$ cat src/sv/upd_pkg.sv
// Shared types, character codes and hex classification for the URL percent decoder.
package upd_pkg;

    // Character codes
    localparam logic [7:0] CH_PERCENT = 8'h25;
    localparam logic [7:0] CH_DIGIT0  = 8'h30;
    localparam logic [7:0] CH_DIGIT9  = 8'h39;
    localparam logic [7:0] CH_UPPER_A = 8'h41;
    localparam logic [7:0] CH_UPPER_F = 8'h46;
    localparam logic [7:0] CH_LOWER_A = 8'h61;
    localparam logic [7:0] CH_LOWER_F = 8'h66;
    localparam logic [7:0] HEX_LETTER_BASE = 8'd10;

    // Escape phase codes
    localparam logic [1:0] PH_IDLE = 2'd0;
    localparam logic [1:0] PH_HIGH = 2'd1;
    localparam logic [1:0] PH_LOW  = 2'd2;

    // Front-to-back queue geometry
    localparam int QUEUE_DEPTH = 2;
    localparam int QPTR_W      = $clog2(QUEUE_DEPTH);
    localparam int QCNT_W      = $clog2(QUEUE_DEPTH + 1);

    // One classified request
    typedef struct packed {
        logic [7:0] raw;
        logic       is_pct;
        logic       is_hex;
        logic [3:0] nib;
        logic       eom;
    } upd_tok_t;

    // Queue status seen by the back end and the top level
    typedef struct packed {
        logic valid;
    } upd_qstat_t;

    // Hex digit value; top bit flags a legal digit
    function automatic logic [4:0] hex_decode(input logic [7:0] c);
        logic [7:0] v;
        logic       ok;
        v  = 8'd0;
        ok = 1'b0;
        if (c >= CH_DIGIT0 && c <= CH_DIGIT9) begin
            v  = c - CH_DIGIT0;
            ok = 1'b1;
        end else if (c >= CH_UPPER_A && c <= CH_UPPER_F) begin
            v  = c - CH_UPPER_A + HEX_LETTER_BASE;
            ok = 1'b1;
        end else if (c >= CH_LOWER_A && c <= CH_LOWER_F) begin
            v  = c - CH_LOWER_A + HEX_LETTER_BASE;
            ok = 1'b1;
        end
        return {ok, v[3:0]};
    endfunction

endpackage

$ cat src/sv/upd_if.sv
// Stream interfaces: encoded bytes in, decoded results out.
interface upd_enc_if;
    logic       valid;
    logic       ready;
    logic [7:0] in_byte;
    logic       end_of_message;

    modport source (output valid, output in_byte, output end_of_message, input ready);
    modport sink   (input valid, input in_byte, input end_of_message, output ready);
endinterface

interface upd_dec_if;
    logic       valid;
    logic       ready;
    logic [7:0] out_byte;
    logic       has_byte;
    logic       bad_input;
    logic       message_done;

    modport source (output valid, output out_byte, output has_byte, output bad_input,
                    output message_done, input ready);
    modport sink   (input valid, input out_byte, input has_byte, input bad_input,
                    input message_done, output ready);
endinterface

$ cat src/sv/url_percent_decoder_core.sv
// Top level of the streaming URL percent decoder.
//
//   channel | dir | request payload
//   --------+-----+--------------------------------------------------
//   enc     | in  | in_byte[7:0], end_of_message
//   dec     | out | out_byte[7:0], has_byte, bad_input, message_done
//
// One byte per cycle while the output is not stalled; an accepted byte is
// written into the two-entry queue, then the phase machine loads the result
// register from the queue head. enc.ready depends only on queue fill,
// so an output stall backs up through the queue. Reset clears queue pointers,
// phase state and the result valid; no clearing pass is needed.
module url_percent_decoder_core (
    input  logic      clk,
    input  logic      rst_n,
    upd_enc_if.sink   enc,
    upd_dec_if.source dec
);
    import upd_pkg::*;

    upd_tok_t   q_tok;
    upd_qstat_t q_stat;
    logic       q_pop;

    upd_front u_front (
        .clk    (clk),
        .rst_n  (rst_n),
        .enc    (enc),
        .q_pop  (q_pop),
        .q_tok  (q_tok),
        .q_stat (q_stat)
    );

    upd_back u_back (
        .clk    (clk),
        .rst_n  (rst_n),
        .q_tok  (q_tok),
        .q_stat (q_stat),
        .q_pop  (q_pop),
        .dec    (dec)
    );

    // Never pop an empty queue
    a_pop_nonempty: assert property (@(posedge clk) disable iff (!rst_n)
        q_pop |-> q_stat.valid)
        else $error("queue popped while empty");

    // A push without a pop leaves something queued
    a_push_visible: assert property (@(posedge clk) disable iff (!rst_n)
        (enc.valid && enc.ready && !q_pop) |=> q_stat.valid)
        else $error("accepted byte lost from queue");

    // An error result closes the message and carries no byte
    a_bad_closes: assert property (@(posedge clk) disable iff (!rst_n)
        (dec.valid && dec.bad_input) |-> (dec.message_done && !dec.has_byte))
        else $error("error result malformed");

    // Every result carries a byte or closes a message
    a_result_meaningful: assert property (@(posedge clk) disable iff (!rst_n)
        dec.valid |-> (dec.has_byte || dec.message_done))
        else $error("empty result emitted");

endmodule

$ cat src/sv/upd_front.sv
// Front end: accepts encoded bytes, classifies them and queues them for the back end.
module upd_front (
    input  logic              clk,
    input  logic              rst_n,
    upd_enc_if.sink           enc,
    input  logic              q_pop,
    output upd_pkg::upd_tok_t q_tok,
    output upd_pkg::upd_qstat_t q_stat
);
    import upd_pkg::*;

    upd_tok_t            mem [QUEUE_DEPTH];
    logic [QPTR_W-1:0]   wr_ptr_reg, wr_ptr_next;
    logic [QPTR_W-1:0]   rd_ptr_reg, rd_ptr_next;
    logic [QCNT_W-1:0]   count_reg,  count_next;
    logic                push;
    logic [4:0]          hex;
    upd_tok_t            tok_in;

    // Classify the incoming byte
    always_comb
    begin
        hex           = hex_decode(enc.in_byte);
        tok_in.raw    = enc.in_byte;
        tok_in.is_pct = (enc.in_byte == CH_PERCENT);
        tok_in.is_hex = hex[4];
        tok_in.nib    = hex[3:0];
        tok_in.eom    = enc.end_of_message;
    end

    assign enc.ready    = (count_reg != QCNT_W'(QUEUE_DEPTH));
    assign push         = enc.valid && enc.ready;
    assign q_stat.valid = (count_reg != '0);
    assign q_tok        = mem[rd_ptr_reg];

    // Pointer and fill bookkeeping
    always_comb
    begin
        wr_ptr_next = push  ? QPTR_W'(wr_ptr_reg + 1'b1) : wr_ptr_reg;
        rd_ptr_next = q_pop ? QPTR_W'(rd_ptr_reg + 1'b1) : rd_ptr_reg;
        count_next  = QCNT_W'(count_reg + QCNT_W'(push) - QCNT_W'(q_pop));
    end

    always_ff @(posedge clk or negedge rst_n)
    begin
        if (!rst_n)
        begin
            wr_ptr_reg <= '0;
            rd_ptr_reg <= '0;
            count_reg  <= '0;
        end
        else
        begin
            wr_ptr_reg <= wr_ptr_next;
            rd_ptr_reg <= rd_ptr_next;
            count_reg  <= count_next;
        end
    end

    // Queue storage
    always_ff @(posedge clk)
    begin
        if (push)
        begin
            mem[wr_ptr_reg] <= tok_in;
        end
    end

endmodule

$ cat src/sv/upd_back.sv
// Back end: escape phase machine and registered result stage.
module upd_back (
    input  logic                clk,
    input  logic                rst_n,
    input  upd_pkg::upd_tok_t   q_tok,
    input  upd_pkg::upd_qstat_t q_stat,
    output logic                q_pop,
    upd_dec_if.source           dec
);
    import upd_pkg::*;

    logic [1:0] phase_reg, phase_next;
    logic [3:0] hi_reg,    hi_next;
    logic       err_reg,   err_next;
    logic       out_valid_reg, out_valid_next;
    logic [7:0] out_byte_reg;
    logic       has_reg, bad_reg, done_reg;

    logic       emit, fall;
    logic [7:0] r_byte;
    logic       r_has, r_bad, r_done;

    // Pop when the result register is free or draining this cycle
    assign q_pop = q_stat.valid && (!out_valid_reg || dec.ready);

    // Phase machine for one queued byte
    always_comb
    begin
        phase_next = phase_reg;
        hi_next    = hi_reg;
        err_next   = err_reg;
        emit       = 1'b0;
        fall       = 1'b1;
        r_byte     = 8'd0;
        r_has      = 1'b0;
        r_bad      = 1'b0;
        r_done     = 1'b0;
        if (!err_reg)
        begin
            unique case (phase_reg)
                PH_HIGH:
                begin
                    phase_next = q_tok.is_hex ? PH_LOW : PH_IDLE;
                    if (q_tok.is_hex)
                        hi_next = q_tok.nib;
                    else
                        err_next = 1'b1;
                end
                PH_LOW:
                begin
                    phase_next = PH_IDLE;
                    if (q_tok.is_hex)
                    begin
                        fall    = 1'b0;
                        emit    = 1'b1;
                        r_byte  = {hi_reg, q_tok.nib};
                        r_has   = 1'b1;
                        r_done  = q_tok.eom;
                        hi_next = 4'd0;
                    end
                    else
                        err_next = 1'b1;
                end
                // idle, and the unreachable fourth code
                default:
                begin
                    if (q_tok.is_pct)
                        phase_next = PH_HIGH;
                    else
                    begin
                        phase_next = PH_IDLE;
                        fall       = 1'b0;
                        emit       = 1'b1;
                        r_byte     = q_tok.raw;
                        r_has      = 1'b1;
                        r_done     = q_tok.eom;
                        if (q_tok.eom)
                            hi_next = 4'd0;
                    end
                end
            endcase
        end
        // Closing a bad or truncated message
        if (fall && q_tok.eom)
        begin
            emit   = 1'b1;
            r_byte = 8'd0;
            r_has  = 1'b0;
            r_bad  = 1'b1;
            r_done = 1'b1;
        end
        if (q_tok.eom)
        begin
            phase_next = PH_IDLE;
            hi_next    = 4'd0;
            err_next   = 1'b0;
        end
    end

    // Result register handshake
    always_comb
    begin
        out_valid_next = out_valid_reg && !dec.ready;
        if (q_pop && emit)
            out_valid_next = 1'b1;
    end

    always_ff @(posedge clk or negedge rst_n)
    begin
        if (!rst_n)
        begin
            phase_reg     <= PH_IDLE;
            hi_reg        <= 4'd0;
            err_reg       <= 1'b0;
            out_valid_reg <= 1'b0;
        end
        else
        begin
            out_valid_reg <= out_valid_next;
            if (q_pop)
            begin
                phase_reg <= phase_next;
                hi_reg    <= hi_next;
                err_reg   <= err_next;
            end
        end
    end

    // Result payload
    always_ff @(posedge clk)
    begin
        if (q_pop && emit)
        begin
            out_byte_reg <= r_byte;
            has_reg      <= r_has;
            bad_reg      <= r_bad;
            done_reg     <= r_done;
        end
    end

    assign dec.valid        = out_valid_reg;
    assign dec.out_byte     = out_byte_reg;
    assign dec.has_byte     = has_reg;
    assign dec.bad_input    = bad_reg;
    assign dec.message_done = done_reg;

endmodule
$ cat src/flat_wrapper.sv
// flat-port wrapper written by rule: the top's interface ports become plain ports
module url_percent_decoder_core_flat import upd_pkg::*;
  (clk, rst_n, enc_valid, enc_in_byte, enc_end_of_message, enc_ready, dec_valid, dec_out_byte, dec_has_byte, dec_bad_input, dec_message_done, dec_ready);
  upd_enc_if enc_i ();
  upd_dec_if dec_i ();
  input  logic clk;
  input  logic rst_n;
  input wire logic [$bits(enc_i.valid)-1:0] enc_valid;
  input wire logic [$bits(enc_i.in_byte)-1:0] enc_in_byte;
  input wire logic [$bits(enc_i.end_of_message)-1:0] enc_end_of_message;
  output wire logic [$bits(enc_i.ready)-1:0] enc_ready;
  output wire logic [$bits(dec_i.valid)-1:0] dec_valid;
  output wire logic [$bits(dec_i.out_byte)-1:0] dec_out_byte;
  output wire logic [$bits(dec_i.has_byte)-1:0] dec_has_byte;
  output wire logic [$bits(dec_i.bad_input)-1:0] dec_bad_input;
  output wire logic [$bits(dec_i.message_done)-1:0] dec_message_done;
  input wire logic [$bits(dec_i.ready)-1:0] dec_ready;
  assign enc_i.valid = enc_valid;
  assign enc_i.in_byte = enc_in_byte;
  assign enc_i.end_of_message = enc_end_of_message;
  assign enc_ready = enc_i.ready;
  assign dec_valid = dec_i.valid;
  assign dec_out_byte = dec_i.out_byte;
  assign dec_has_byte = dec_i.has_byte;
  assign dec_bad_input = dec_i.bad_input;
  assign dec_message_done = dec_i.message_done;
  assign dec_i.ready = dec_ready;
  url_percent_decoder_core u_core (.clk(clk), .rst_n(rst_n), .enc(enc_i), .dec(dec_i));
endmodule
$ cat config.mk
export PLATFORM = sky130hd
export DESIGN_NAME = url_percent_decoder_core_flat
export DESIGN_NICKNAME = d
export VERILOG_FILES = /design/src/sv/upd_pkg.sv /design/src/sv/upd_if.sv /design/src/sv/url_percent_decoder_core.sv /design/src/sv/upd_front.sv /design/src/sv/upd_back.sv /design/src/flat_wrapper.sv
export SDC_FILE = /design/constraint.sdc
export NUM_CORES = 1
export LEC_CHECK = 0
export BUFFER_PORTS_ARGS = -buffer_cell sky130_fd_sc_hd__buf_2
export CORE_MARGIN = 8
export CORE_UTILIZATION = 65
export CTS_BUF_LIST = sky130_fd_sc_hd__clkbuf_8
export DETAILED_ROUTE_END_ITERATION = 16
export PLACE_DENSITY = 0.93
export SLEW_MARGIN = 40
export SYNTH_ARGS = -nofsm -noshare
export SYNTH_HDL_FRONTEND = slang
export SYNTH_SLANG_ARGS = --single-unit
$ cat constraint.sdc
create_clock -name clk -period 5.7 [get_ports clk]
set_input_delay 0.285 -clock clk [delete_from_list [all_inputs] [get_ports clk]]
set_output_delay 0.285 -clock clk [all_outputs]
set_load 0.05 [all_outputs]
## After elaboration in Yosys (flattened, before gate mapping)

Memory sizes are Yosys's and may differ from the RTL's.
Cells that the tools add are included.

- Bits in writable memories: 30
- Bits of input ports: 13
- Flip-flop bits (word level): 23
- Logic and storage cells: 90
- Output and inout port bits: 13
- Memories: 1

- $lt $le $gt $ge: 6
- $add $sub $neg: 9
- Multiplexer cells: 39
- Reductions and logical operators: 17
- Equal/unequal tests: 7

Memories:

| memory | words | width | rd ports | clocked after memory_dff | wr ports | RTL line | text |
|---|---|---|---|---|---|---|---|
| u_core.u_front.mem | 2 | 15 | 1 | 0 | 1 | upd_front.sv:12 | `upd_tok_t mem [QUEUE_DEPTH];` |

Operators by type and width:

| operator | number |
|---|---|
| 4-bit two-way mux | 7 |
| 1-bit two-way mux | 21 |
| 8-bit by 7-bit greater-or-equal comparator with 1-bit output, second input constant | 2 |
| 8-bit by 7-bit less-or-equal comparator with 1-bit output, second input constant | 2 |
| 8-bit two-way mux | 2 |
| 8-bit case mux with 2 select lines | 1 |
| 4-bit by 1-bit subtractor with 4-bit output, second input constant | 3 |
| 4-bit adder, second input constant | 2 |
| 8-bit by 6-bit equality test with 1-bit output, second input constant | 1 |
| 8-bit by 6-bit greater-or-equal comparator with 1-bit output, second input constant | 1 |
| 8-bit by 6-bit less-or-equal comparator with 1-bit output, second input constant | 1 |
| 1-bit logical AND | 8 |
| 4-bit case mux with 2 select lines | 1 |
| 2-bit two-way mux | 3 |
| 3-bit inequality test, second input constant | 2 |
| 1-bit case mux with 2 select lines | 3 |
| 5-bit AND reduction | 1 |
| 2-bit inequality test, second input constant | 2 |
| 2-bit case mux with 2 select lines | 1 |
| 2-bit OR reduction | 2 |
| 3-bit nonzero test | 1 |
| 1-bit adder, second input constant | 2 |
| 2-bit by 1-bit adder with 2-bit output | 1 |
| 2-bit by 1-bit equality test with 1-bit output, second input constant | 1 |
| other kinds (6) | 7 |

## Longest topological paths before layout

An unclocked memory read counts as a cell.

- Depth in word-level cells: 8
- Gate-level depth with buffers: 8
- Mapped depth without buffers: 8

## Modules after synthesis

A second synthesis with hierarchy kept.

- Cells, all modules: 172
- Area total of the unflattened synthesis: 2,428.6 sq um

By module, submodules not included:

| module | times used | area an instance (sq um) | cells an instance |
|---|---|---|---|
| upd_front | 1 | 1,455.1 | 86 |
| upd_back | 1 | 973.4 | 86 |

## Least setup slack after synthesis

Ideal clock, no wire load.

- Path type: register to register
- Start: reg u_core.u_back.phase_reg[0]
- End: reg u_core.u_back.bad_reg (netlist: u_core.u_back.dec.bad_input), enable pin
- Setup slack: 3.398 ns
- Cell stages (with the launch flop): 7
- Arrival time: 1.918 ns
- Library setup time: 0.383 ns
- Cell sequence: dfrtp_1 inv_1 ha_1 clkbuf_1 nor3b_2 nor2_1 o22ai_1

- Cells in the longest elaborated chain, start to end: 6
- Elaborated cells between the ends (all ways): 9

RTL lines:

| item | RTL line | text |
|---|---|---|
| from (decl) | upd_back.sv:12 | `logic [1:0] phase_reg, phase_next;` |
| from (signal assigned) | upd_back.sv:122 | `phase_reg <= phase_next;` |
| 2-bit equality test / 2-bit by 1-bit equality test with 1-bit output (equally long branches) | upd_back.sv:40 | `unique case (phase_reg)` |
| 1-bit case mux with 2 select lines | upd_back.sv:40 |  |
| 1-bit two-way mux | upd_back.sv:38 | `if (!err_reg)` |
| 1-bit logical AND | upd_back.sv:84 | `if (fall && q_tok.eom)` |
| 1-bit two-way mux * | upd_back.sv:84 |  |
| 1-bit logical AND * | upd_back.sv:132 | `if (q_pop && emit)` |
| to (signal assigned) | upd_back.sv:136 | `bad_reg <= r_bad;` |
| to (decl) | upd_back.sv:17 | `logic has_reg, bad_reg, done_reg;` |

Every way passes the cells marked *; elsewhere a longest branch is shown, timed or not.
A chain may end at the register's enable or synchronous reset.

## Worst setup path in the final report

- Start: reg u_core.u_front.rd_ptr_reg
- End: reg u_core.u_back.out_byte_reg[2] (netlist: u_core.u_back.dec.out_byte[2]), enable pin

- Cells in the longest elaborated chain, start to end: 7
- Elaborated cells between the ends (all ways): 12

RTL lines:

| item | RTL line | text |
|---|---|---|
| from (decl) | upd_front.sv:14 | `logic [QPTR_W-1:0] rd_ptr_reg, rd_ptr_next;` |
| from (signal assigned) | upd_front.sv:55 | `rd_ptr_reg <= rd_ptr_next;` |
| memory 2 x 15 bit * | - |  |
| 1-bit two-way mux, on equally long branches | upd_back.sv:67, upd_back.sv:52 |  |
| 1-bit case mux with 2 select lines | upd_back.sv:40 |  |
| 1-bit two-way mux | upd_back.sv:38 |  |
| 1-bit logical AND | upd_back.sv:84 |  |
| 1-bit two-way mux * | upd_back.sv:84 |  |
| 1-bit logical AND * | upd_back.sv:132 |  |
| to (signal assigned) | upd_back.sv:134 | `out_byte_reg <= r_byte;` |
| to (decl) | upd_back.sv:16 | `logic [7:0] out_byte_reg;` |

Marks and branches as above.

==> impl_metrics.py <==
metrics = {
    "outcome": {
        "outcome": "finished, final reports clean",
    },
    "sta": {
        "drv_slew": 0,
        "tightest_slew_ns": 0.843,
        "hold_viol_final": 0,
        "tns_ns": 0,
        "grt_setup_unrepaired": "false",
        "fmax_ghz": 0.379,
        "finalClockSkew_ns": 0.00802,
        "period_share_pct": 46.3,
        "setup-violations-final": 0,
        "fin_crit_ns": 2.64,
        "relSlewSlack_pct": 43.8,
        "hold_slack_ns": 0.169,
    },
    "drt": {
        "drtPass1Iterations": 4,
        "drc_errors": 0,
        "postRouteAntennaNets": 0,
        "vias_per_cell": 6.07,
        "wirelength_mm": 4.39,
        "drt_iter0_drc": 157,
        "vias": 1493,
        "wl_per_cell_um": 17.8,
    },
    "placement": {
        "portBuffers": 25,
        "dpl.hpwl_mm": 3.29,
        "place_congestion": 0.879,
    },
    "global_route": {
        "antenna_found_initial": 0,
        "grt_pass1_wl_mm": 7.38,
        "grt_max_degree": 18,
        "grt_pass1_vias": 1616,
        "grt.overflow.total": 0,
        "gr-usage-all-layers_pct": 15.5,
    },
    "logic_synthesis": {
        "synthSimpleGateAreaFrac_pct": 9.56,
        "netlist_instances": 168,
        "syn-num-nets": 188,
        "yosysTopAreaCell": "edfxtp_1",
        "synth_top_area_share_pct": 51.1,
        "ys_ff_latch": 53,
        "synth_warnings": 0,
        "synth_compound_area_share_pct": 11.5,
        "syn_area_sq_mm": 0.00241,
        "synth_top_family_by_area": "compound AO/OA/AOI/OAI gates",
        "ys.flop_type": "edfxtp_1",
        "synth_edf_count": 41,
        "muxShareOfSynthArea_pct": 7.53,
        "synthAdderAreaFrac_pct": 3.64,
        "ys_types": 43,
        "yosys-top-cells-area": "edfxtp_1 (51%), dfrtp_1 (12%), mux2i_1 (4.2%)",
        "postSynthAreaPerCell_sq_um": 14.3,
        "ys_seq_area_share_pct": 63.6,
        "synthXorXnorAreaFrac_pct": 1.45,
        "async_reset_ff_share_pct": 22.6,
    },
    "hold_path": {
        "worstHoldEndpoint": "u_core.u_front.mem[0][0]",
        "hp-class": "in2reg",
        "hold_depth": 1,
        "hp-start": "enc_end_of_message",
    },
    "final_layout": {
        "layout_commonest_cell": "edfxtp_1",
        "fill_cells": 230,
        "antenna_cells": 0,
        "syn_to_final_growth_pct": 13.0,
        "multi_input_area_sq_um": 820,
        "layout_common_cells": "edfxtp_1 (41), buf_2 (25), dfrtp_1 (12)",
        "final-seq-area_sq_mm": 0.00153,
        "largest_reg_flops": 30,
        "drive_gt1_share_pct": 25.3,
        "nets": 217,
    },
    "run": {
        "drv_cap": 0,
    },
    "worst_setup_path": {
        "critical_path_required_ns": 5.65,
        "crit_type": "reg2reg",
        "arrival_ns": 2.59,
        "r2r_slack_ns": 3.06,
        "path_max_fanout": 17,
        "end_kind": "flop",
        "rr_startpoint": "u_core.u_front.rd_ptr_reg",
        "start_kind": "flop",
        "ff2ff_path_depth": 4,
        "r2r-end": "u_core.u_back.dec.out_byte[2]",
    },
    "floorplanning": {
        "start_util_pct": 66.8,
        "die_h_um": 76.9,
        "chipWidth_um": 76.9,
        "floorplan.io_pins": 26,
        "rows": 22,
        "die_area_sq_mm": 0.00591,
        "core_sq_mm": 0.00361,
    },
    "clock_tree": {
        "cts_buffers": 5,
        "cts_root_buf": "clkbuf_8",
        "cts_tree": "done",
        "clk_pin_slew_ns": 0.09,
        "htreeDepth": 2,
        "clkSinkCount": 53,
        "worstSkewPairLatency_ns": 0.31,
        "clockBufferDepth": 2,
        "post_cts_buffers": 0,
        "post_cts_resize_count": 0,
    },
    "pwr": {
        "p_leak_nw": 1.07,
        "ir_worst_vdd_mv": 0.442,
        "powerDensity_mw_per_mm2": 604,
    },
}
-- critical path: stages (launching register included) --
cell	delay, ns
dfrtp_1	0.90
mux2i_1	0.36
and2_1	0.36
nor2_1	0.15
o22ai_2	0.50
-- worst max path at each step --
stage,from,slack [ns],to,depth (start not counted)
after floorplan,u_core.u_back.phase_reg[0],3.40,u_core.u_back.dec.bad_input,6
after global placement,u_core.u_front.rd_ptr_reg,2.98,u_core.u_back.dec.out_byte[0],4
after detailed placement,u_core.u_front.rd_ptr_reg,2.81,u_core.u_back.dec.out_byte[1],4
after CTS,u_core.u_front.rd_ptr_reg,2.79,u_core.u_back.dec.out_byte[0],4
after global routing,u_core.u_front.rd_ptr_reg,2.87,u_core.u_back.dec.out_byte[2],4
final,u_core.u_front.rd_ptr_reg,3.06,u_core.u_back.dec.out_byte[2],4
-- per-layer routing --
layer	GRT usage, %	vias up	routed length, um
li1	-	692	-
met5	0	-	0
met1	17.2	726	1790
met4	5.38	0	69
met2	26.7	65	2250
met3	5.48	10	282
-- through the flow --
stage,setup slack (ns),cells,util (%),area (sq um),total power (W)
after global placement,2.98,237,71.2,2570,0.00131
after floorplan,3.40,168,-,2410,0.00120
after detailed placement,2.81,237,71.3,2570,0.00135
final,3.06,246,75.5,2720,0.00164
after global routing,2.87,246,75.5,2720,0.00173
after CTS,2.79,246,75.3,2720,0.00164
-- cell usage after synthesis, types with 3 or more instances --
library cell,n
a21oi_1,3
inv_1,11
o22a_1,4
edfxtp_1,41
nor2_1,11
dfrtp_1,12
o21a_1,3
mux2i_1,10
o2bb2ai_1,4
xnor2_1,4
mux2_2,6
o21ai_0,4
nand2_1,4
nor2b_1,4
a22oi_1,4
ha_1,7
-- report_power, final --
| group | internal [W] | switching (W) |
|---|---|---|
| Clock | 0.000174 | 0.000116 |
| Sequential | 0.000586 | 0.0000819 |
| Combinational | 0.000221 | 0.000463 |
-- layout make-up --
cell class              instances  share of cell area, %
clock inverters                 3                   2.39
repair buffers                 26                   4.97
well taps                      48                   2.21
clock buffers                   5                   2.53
inverters                      11                   1.52
flip-flops and latches         53                   56.3
multi-input cells             100                   30.1
-- kinds of logic after synthesis --
family	after synthesis
xor gates and xnor gates	4
AOI/OAI and AO/OA	33
adders and majority gates	7
buffers and inverters	15
and+or+nand+nor	39
muxes	17
DFF	53
-- timing repair --
item,CTS,global route
hold buffers,1,0
endpoints found under the hold margin,12,0
endpoints found under the setup margin,0,0
Power figures use the tool's default switching activity.
